[config.mk]
export PLATFORM = sky130hd
export DESIGN_NAME = lsdbs_ctrl
export DESIGN_NICKNAME = d
export VERILOG_FILES = /design/src/rtl/core/led_strip_double_buffer_serializer_core_defines.svh /design/src/rtl/core/lsdbs_pkg.sv /design/src/rtl/core/lsdbs_ctrl.sv
export SDC_FILE = /design/constraint.sdc
export NUM_CORES = 1
export LEC_CHECK = 0
export BUFFER_PORTS_ARGS = -buffer_cell sky130_fd_sc_hd__buf_4
export CORE_AREA = 5 5 42 44
export CTS_CLUSTER_DIAMETER = 150
export DETAILED_ROUTE_END_ITERATION = 16
export DIE_AREA = 0 0 47 49
export GPL_ROUTABILITY_DRIVEN = 0
export PLACE_DENSITY_LB_ADDON = 0.1
export SLEW_MARGIN = 20
export SYNTH_ARGS = -nofsm -noshare
export SYNTH_HDL_FRONTEND = slang
export SYNTH_SLANG_ARGS = --single-unit
[constraint.sdc]
create_clock -name i_clk -period 2 [get_ports i_clk]
set_input_delay 0.2 -clock i_clk [delete_from_list [all_inputs] [get_ports i_clk]]
set_output_delay 0.2 -clock i_clk [all_outputs]
set_load 0.1 [all_outputs]
[src/rtl/core/led_strip_double_buffer_serializer_core_defines.svh]
// assertion helpers for the led strip serializer core
`ifndef LED_STRIP_DOUBLE_BUFFER_SERIALIZER_CORE_DEFINES_SVH
`define LED_STRIP_DOUBLE_BUFFER_SERIALIZER_CORE_DEFINES_SVH

// same-cycle implication, checked out of reset
`define LSDBS_ASSERT_IMPL(lbl, ante, cons, msg) \
    lbl: assert property (@(posedge i_clk) disable iff (!i_rst_n) (ante) |-> (cons)) \
        else $error(msg);

// next-cycle implication, checked out of reset
`define LSDBS_ASSERT_NEXT(lbl, ante, cons, msg) \
    lbl: assert property (@(posedge i_clk) disable iff (!i_rst_n) (ante) |=> (cons)) \
        else $error(msg);

`endif

[src/rtl/core/lsdbs_pkg.sv]
`default_nettype none
package lsdbs_pkg;

    localparam int MAX_PIXELS_DEF = 256;

    localparam int OP_W    = 2;
    localparam int IDX_W   = 8;
    localparam int COLOR_W = 32;
    localparam int PCNT_W  = 9;
    localparam int ORDER_W = 8;
    localparam int TICK_W  = 15;
    localparam int CFG_IW  = 3;
    localparam int CFG_DW  = 15;

    localparam logic [PCNT_W-1:0]  PIXEL_COUNT_RST   = 9'd256;
    localparam logic [ORDER_W-1:0] CHANNEL_ORDER_RST = 8'd82;
    localparam logic [TICK_W-1:0]  ONE_HIGH_RST      = 15'd9;
    localparam logic [TICK_W-1:0]  ONE_LOW_RST       = 15'd3;
    localparam logic [TICK_W-1:0]  ZERO_HIGH_RST     = 15'd3;
    localparam logic [TICK_W-1:0]  ZERO_LOW_RST      = 15'd9;

    localparam logic [OP_W-1:0] OP_SET_PIXEL  = 2'd0;
    localparam logic [OP_W-1:0] OP_CLEAR      = 2'd1;
    localparam logic [OP_W-1:0] OP_SHOW       = 2'd2;
    localparam logic [OP_W-1:0] OP_SEND_PIXEL = 2'd3;

    localparam logic [CFG_IW-1:0] REG_PIXEL_COUNT   = 3'd0;
    localparam logic [CFG_IW-1:0] REG_CHANNEL_ORDER = 3'd1;
    localparam logic [CFG_IW-1:0] REG_CLEAR_ON_SHOW = 3'd2;
    localparam logic [CFG_IW-1:0] REG_ONE_HIGH      = 3'd3;
    localparam logic [CFG_IW-1:0] REG_ONE_LOW       = 3'd4;
    localparam logic [CFG_IW-1:0] REG_ZERO_HIGH     = 3'd5;
    localparam logic [CFG_IW-1:0] REG_ZERO_LOW      = 3'd6;

    localparam logic [1:0] CH_RED   = 2'd0;
    localparam logic [1:0] CH_GREEN = 2'd1;
    localparam logic [1:0] CH_BLUE  = 2'd2;
    localparam logic [1:0] CH_WHITE = 2'd3;

    typedef struct packed {
        logic [PCNT_W-1:0]  pixel_count;
        logic [ORDER_W-1:0] channel_order;
        logic               clear_on_show;
        logic [TICK_W-1:0]  one_high;
        logic [TICK_W-1:0]  one_low;
        logic [TICK_W-1:0]  zero_high;
        logic [TICK_W-1:0]  zero_low;
    } t_cfg;

    typedef struct packed {
        logic set_wr;
        logic toggle_front;
        logic send_rd;
        logic sweep_start;
        logic sweep_show;
        logic sweep_run;
        logic init_run;
        logic load_word;
        logic emit;
    } t_cmd;

    typedef struct packed {
        logic idx_ok;
        logic init_done;
        logic sweep_done;
        logic last_bit;
    } t_status;

    function automatic logic [7:0] pick_byte(input logic [COLOR_W-1:0] color,
                                             input logic [1:0] sel);
        logic [7:0] b;
        case (sel)
            CH_RED:   b = color[23:16];
            CH_GREEN: b = color[15:8];
            CH_BLUE:  b = color[7:0];
            CH_WHITE: b = color[31:24];
            default:  b = color[31:24];
        endcase
        return b;
    endfunction

endpackage
`default_nettype wire

[src/rtl/core/lsdbs_ctrl.sv]
`default_nettype none
module lsdbs_ctrl
    import lsdbs_pkg::*;
(
    input  wire logic            i_clk,
    input  wire logic            i_rst_n,
    input  wire logic            i_start,
    input  wire logic [OP_W-1:0] i_opcode,
    input  wire t_status         i_status,
    output logic                 o_busy,
    output t_cmd                 o_cmd
);

    localparam logic [2:0] S_INIT  = 3'd0;
    localparam logic [2:0] S_IDLE  = 3'd1;
    localparam logic [2:0] S_SWEEP = 3'd2;
    localparam logic [2:0] S_LOAD  = 3'd3;
    localparam logic [2:0] S_SEND  = 3'd4;

    logic [2:0] r_state;
    logic [2:0] n_state;

    always_comb begin
        n_state = r_state;
        o_cmd   = '0;
        case (r_state)
            S_INIT: begin
                o_cmd.init_run = 1'b1;
                if (i_status.init_done) begin
                    n_state = S_IDLE;
                end
            end
            S_IDLE: begin
                if (i_start) begin
                    case (i_opcode)
                        OP_SET_PIXEL: begin
                            o_cmd.set_wr = i_status.idx_ok;
                        end
                        OP_CLEAR: begin
                            o_cmd.sweep_start = 1'b1;
                            n_state           = S_SWEEP;
                        end
                        OP_SHOW: begin
                            o_cmd.toggle_front = 1'b1;
                            o_cmd.sweep_start  = 1'b1;
                            o_cmd.sweep_show   = 1'b1;
                            n_state            = S_SWEEP;
                        end
                        OP_SEND_PIXEL: begin
                            if (i_status.idx_ok) begin
                                o_cmd.send_rd = 1'b1;
                                n_state       = S_LOAD;
                            end
                        end
                        default: ;
                    endcase
                end
            end
            S_SWEEP: begin
                o_cmd.sweep_run = 1'b1;
                if (i_status.sweep_done) begin
                    n_state = S_IDLE;
                end
            end
            S_LOAD: begin
                o_cmd.load_word = 1'b1;
                n_state         = S_SEND;
            end
            S_SEND: begin
                o_cmd.emit = 1'b1;
                if (i_status.last_bit) begin
                    n_state = S_IDLE;
                end
            end
            default: n_state = S_IDLE;
        endcase
    end

    always_ff @(posedge i_clk) begin
        if (!i_rst_n) begin
            r_state <= S_INIT;
        end else begin
            r_state <= n_state;
        end
    end

    assign o_busy = (r_state != S_IDLE);

endmodule
`default_nettype wire

==> results of run 1 <==
## through the flow
| stage | hold WS (ns) | power, W | instances |
|---|---|---|---|
| finish | 0.2295 | 0.0002983 | 70 |
| detailed placement | 0.4704 | 0.0001937 | 66 |
| global route | 0.2438 | 0.0003138 | 70 |
| CTS | 0.2252 | 0.0003055 | 70 |
| global placement | 0.4636 | 0.0001926 | 66 |
| floorplan | 0.3519 | 0.0001605 | 33 |
## cell families after synthesis
group | share of synthesized area
DFF | 0.2105
and+or+nand+nor | 0.4211
muxes | 0.03509
buffers and inverters | 0.07894
adders and majority gates | 0.1316
AOI/OAI and AO/OA | 0.1228
## final cells by class
type	instances	area [sq um]
Multi-Input combinational cell	25	214.0
Sequential cell	3	60.06
Tap cell	16	20.02
Clock buffer	4	26.28
Timing Repair Buffer	18	135.1
Fill cell	163	930.9
Inverter	4	15.01
## final timing paths
check	endpoint	slack, ns	start	cells past startpoint
max	o_cmd[8]	0.20	r_state[0]	4
min	r_state[1]	0.23	i_rst_n	2
max reg2reg	r_state[0]	0.91	r_state[0]	3
min reg2reg	r_state[1]	0.59	r_state[2]	1
## placed cells by master (no fill, tap or decap), types with 2 or more instances in the layout
master / Yosys / final
nor2_1: 2 / 2
buf_4: 1 / 18
inv_1: 4 / 4
and3_1: 2 / 2
ha_1: 3 / 3
clkbuf_4: 0 / 3
nand2_1: 2 / 2
dfxtp_1: 3 / 3
## routing by layer
metal / vias to the layer above / GRT usage
met5: - / 0
met4: 0 / 0.05530
met3: 2 / 0.01107
met2: 11 / 0.1425
met1: 144 / 0.07659
li1: 156 / -
## power groups by stage
stage,Clock (W),Sequential (W),Combinational [W]
after CTS,0.000112,0.0000700,0.000123
after floorplan,0,0.0000696,0.0000909
after global placement,0,0.0000706,0.000122
final,0.000107,0.0000701,0.000121
after detailed placement,0,0.0000709,0.000123
after global routing,0.000115,0.0000709,0.000128
==> key figures, run 1 <==
Outcome
  – Status: completed

Setup path
  – Crit path DAT: 1.60 ns
  – Crit-path cells: nor2b_2, and3b_1, and3_1, buf_4
  – CP peak stage delay: 0.46 ns
  – Slowest cell on crit path: dfxtp_1
  – Crit start category: register
  – Worst Path Max Fanout: 6
  – WP buf/inv: 1
  – Crit. End Element: primary output
  – CP required: 1.80 ns
  – Kind of cell adding the most delay to the critical path: simple AND/OR/NAND/NOR gates
  – Kind of critical path: reg2out

Synthesis
  – Syn Std Cell Area: 285.3 sq um
  – Syn_nets: 45
  – Most used flip-flop cell after synthesis: dfxtp_1
  – Post-synthesis sequential area ratio: 0.2105
  – Post-synthesis cell type count: 22
  – Seq cells post-synth: 3
  – Synth area leader: dfxtp_1
  – Area contributors post-synth: dfxtp_1, ha_1, nor3b_2
  – Synth Instances: 33
  – Ys async rst share: 0
  – Top cell type's share of synthesized area: 0.2105
  – Synth cell count leaders: inv_1, dfxtp_1, ha_1
  – Most numerous cell in the Yosys netlist: inv_1
  – Synth warnings: 0
  – EDFF count, synth: 0
  – Mean post-synth cell area: a little under 9 sq um

CTS
  – CTS Buf Count: 3
  – Post-CTS sizing: 0
  – H-Tree Depth: 1
  – Bufs on Longest Clock Path: 2
  – CTS sink cnt: 3
  – Clock-pin slew on the worst setup and hold paths: ~0.040 ns
  – Root Buffer: clkbuf_4
  – Clock Latency Late Sink: around 0.23 ns
  – TritonCTS clock tree: done
  – Postcts setup bufs: 0
  – Hold Buf Count CTS: 0

Route
  – Drt total wl: 782 um
  – Routed Antenna Nets: 0
  – Routed WL per cell: 11.17 um
  – DR DRC count: 0
  – Wire length on met3: roughly 65 um
  – Pre-Repair DR Iteration Count: 1
  – Top Metal Used: met4
  – DRT met1 WL: 277 um
  – Routed wl met2: 422 um
  – Number of vias per cell: 4.471
  – 1st-iter DRT viols: 0
  – Vias after detailed routing: 313

Power and ir drop
  – P_int: 0.0001762 W
  – Sequential power share: 0.235
  – Sw Ratio: 0.4095
  – Power Dens Cells: ~630 nW/um^2
  – Clock power share: 0.359
  – Comb power frac: 0.407
  – Net Sw Power: 0.0001222 W
  – VDD IR max: a little over 0.3 mV
  – Leakage dissipation: roughly 0.24 nW

Floorplanning
  – I/O pin cnt: 19
  – Full die area: approximately 2300 sq um
  – Initial Util: 0.2036
  – Rows: 14
  – Die extent in x: roughly 47 um
  – Die Ht: between 40 and 50 um
  – Core area: 1401 sq um

Placement
  – DP Wirelength: 666.2 um
  – Pre-CTS setup slack: about 0.45 ns
  – Post-DP Area: 444.2 sq um
  – I/O Buffers: 18

Global routing
  – Remaining Overflow, GRT: 0
  – Gr usage total: 0.07947
  – Global-route wire length before repair: 1366 um
  – Largest net degree at the start of global routing: 9
  – Number of global-route vias before repair: 360
  – Antenna violations before repair: 0

Cells and area
  – Design Area, Final: 470.5 sq um
  – Largest registers: r_state (3)
  – Area grow syn2layout: 64.91%
  – Top reg by flops: r_state
  – Layout cell share with drive strength beyond 1: 0.5000
  – Post-Route Utilization: 0.3357
  – Antenna cell count: 0
  – Nets: 67
  – Max FFs per register: 3

Job
  – # Max-Cap Violations: 0

STA
  – Setup ws final: just under 0.2 ns
  – RSZ-0062 raised after global routing: false
  – Fin. Hold Viols: 0
  – Period utilization: 0.9011
  – Minimum clock period after layout: roughly 1.8 ns
  – Worst relative slew slack: 0.7784
  – Clock skew: 0.0003313 ns
  – Peak Freq: between 0.5 and 0.6 GHz
  – Worst Max-Slew Pin Slew: about 0.33 ns
  – Fin Setup TNS: 0 ns
  – Fin. max-slew vios: 0
  – Setup-failing EPs final: 0

Min path
  – HP Class: in2reg
Note: power is estimated with default switching activity, not from simulation.
==> inputs of run 2 (changes only) <==
Settings changed: CTS_BUF_LIST from default to sky130_fd_sc_hd__clkbuf_4, GPL_ROUTABILITY_DRIVEN 0 to default.
==> key figures, run 2 (synthesis gave the netlist of run 1 again) <==
Floorplanning
  – Core area: 1401 sq um (unchanged)
  – I/O pin cnt: 19 (unchanged)
  – Full die area: 2303 sq um (unchanged)
  – Rows: 14 (unchanged)
  – Initial Util: 0.2036 (unchanged)
  – Die extent in x: 47 um (unchanged)
  – Die Ht: 49 um (unchanged)

STA
  – Worst Max-Slew Pin Slew: 0.3319 ns (about the same)
  – Minimum clock period after layout: 1.803 ns (was 1.802 ns)
  – Fin. max-slew vios: 0 (unchanged)
  – WHS: 0.2294 ns (was 0.2295 ns)
  – Period utilization: 0.9014 (was 0.9011)
  – Worst relative slew slack: 0.7784 (about the same)
  – Setup-failing EPs final: 0 (unchanged)
  – Peak Freq: 0.5547 GHz (was 0.5549 GHz)
  – Clock skew: 0.0006212 ns (was 0.0003313 ns)
  – Fin. Hold Viols: 0 (unchanged)
  – RSZ-0062 raised after global routing: false (unchanged)

Cells and area
  – Antenna cell count: 0 (unchanged)
  – Post-route insts no fill: 70 (unchanged)
  – Top reg by flops: r_state (unchanged)
  – Nets: 67 (unchanged)
  – Largest registers: r_state (3) (unchanged)
  – Max FFs per register: 3 (unchanged)
  – Design Area, Final: 474.2 sq um (was 470.5 sq um)
  – Layout cell share with drive strength beyond 1: 0.5185 (was 0.5000)
  – Commonest non-fill, non-tap cells in the layout: buf_4, inv_1, clkbuf_4, ha_1, dfxtp_1 (was buf_4, inv_1, ha_1, clkbuf_4, dfxtp_1)
  – Area grow syn2layout: 66.23% (was 64.91%)
  – Commonest non-fill, non-tap cell in the layout: buf_4 (unchanged)

Setup path
  – Reg2reg setup slack: 0.91 ns (about the same)
  – CP required: 1.80 ns (about the same)
  – Crit path DAT: 1.60 ns (about the same)
  – FF-to-FF path depth: 3 (unchanged)
  – Kind of critical path: reg2out (unchanged)
  – Crit start category: register (unchanged)
  – Reg-to-reg startpoint: r_state[0] (unchanged)
  – Worst Setup EP: o_cmd[8] (unchanged)
  – Worst Path Max Fanout: 6 (unchanged)
  – Crit path launch: r_state[0] (unchanged)
  – Reg-to-Reg End: r_state[0] (unchanged)
  – Crit. End Element: primary output (unchanged)

Global routing
  – Remaining Overflow, GRT: 0 (unchanged)
  – Number of global-route vias before repair: 360 (unchanged)
  – Largest net degree at the start of global routing: 9 (unchanged)
  – Gr usage total: 0.07947 (unchanged)
  – Antenna violations before repair: 0 (unchanged)
  – Global-route wire length before repair: 1366 um (unchanged)

Power and ir drop
  – Power Dens Cells: 658.1 nW/um^2 (was 634.1 nW/um^2)
  – VDD IR max: 0.3119 mV (was 0.3116 mV)
  – Leakage dissipation: 0.2471 nW (was 0.2437 nW)

Placement
  – I/O Buffers: 18 (unchanged)
  – DP Wirelength: 666.2 um (unchanged)
  – Post-DP Area: 444.2 sq um (unchanged)
  – RD Place Congestion: 0.7534
  – Inst Count DP: 66 (unchanged)

CTS
  – Root Buffer: clkbuf_4 (unchanged)
  – Postcts setup bufs: 0 (unchanged)
  – Clock Latency Late Sink: 0.23 ns (about the same)
  – H-Tree Depth: 1 (unchanged)
  – TritonCTS clock tree: done (unchanged)
  – Clock-pin slew on the worst setup and hold paths: 0.04 ns (about the same)
  – Post-CTS sizing: 0 (unchanged)
  – CTS sink cnt: 3 (unchanged)
  – Hold Buf Count CTS: 0 (unchanged)
  – CTS Buf Count: 3 (unchanged)
  – Bufs on Longest Clock Path: 2 (unchanged)

Route
  – Number of vias per cell: 4.471 (unchanged)
  – Drt total wl: 785 um (was 782 um)
  – Vias after detailed routing: 313 (unchanged)
  – DR DRC count: 0 (unchanged)
  – Pre-Repair DR Iteration Count: 1 (unchanged)
  – Routed Antenna Nets: 0 (unchanged)
  – Routed WL per cell: 11.21 um (was 11.17 um)
  – 1st-iter DRT viols: 0 (unchanged)

Outcome
  – Status: completed (unchanged)

Job
  – # Max-Cap Violations: 0 (unchanged)

Min path
  – HP Class: in2reg (unchanged)
## run 2: worst min path at each step
stage | startpoint | endpoint | slack (ns) | cells after the start
after floorplan | i_rst_n | r_state[0] | 0.35 | 1
after global placement | i_rst_n | r_state[2] | 0.46 | 2
after detailed placement | i_rst_n | r_state[1] | 0.47 | 2
after CTS | i_rst_n | r_state[1] | 0.23 | 2
after global routing | i_rst_n | r_state[2] | 0.24 | 2
final | i_rst_n | r_state[1] | 0.23 | 2
## run 2: layout make-up
| class | instances | area, sq um |
|---|---|---|
| Fill cell | 163 | 927.1 |
| Tap cell | 16 | 20.02 |
| Inverter | 4 | 15.01 |
| Timing Repair Buffer | 18 | 135.1 |
| Multi-Input combinational cell | 25 | 214.0 |
| Clock buffer | 4 | 30.03 |
| Sequential cell | 3 | 60.06 |
## run 2: critical path: stages, from the launching register on
cell and delay (ns):
dfxtp_1 0.46, nor2b_2 0.24, and3b_1 0.22, and3_1 0.17
buf_4 0.28
## run 2: stage by stage
stage          worst slack, ns  setup TNS (ns)  power (W)    util
6_report                0.1972               0  0.0003121  0.3384
5_1_grt                0.09281               0  0.0003273  0.3384
4_1_cts                 0.1854               0  0.0003197  0.3384
3_5_place_dp            0.4459               0  0.0001937  0.3170
3_3_place_gp            0.4808               0  0.0001926  0.3170
2_1_floorplan         -0.02410        -0.02410  0.0001605       -
## run 2: layer usage
metal	vias up	global-route usage	wire length, um
met4	0	0.05530	17
met3	2	0.01107	65
met2	11	0.1425	424
met1	144	0.07659	277
li1	156	-	-
met5	-	0	0
## run 2: where the power goes
part / internal, W / total [W] / leakage (nW) / switching [W]
combinational: 0.0000381 / 0.000121 / 0.204 / 0.0000832
sequential: 0.0000633 / 0.0000701 / 0.0245 / 0.00000681
clock: 0.0000883 / 0.000121 / 0.0184 / 0.0000324
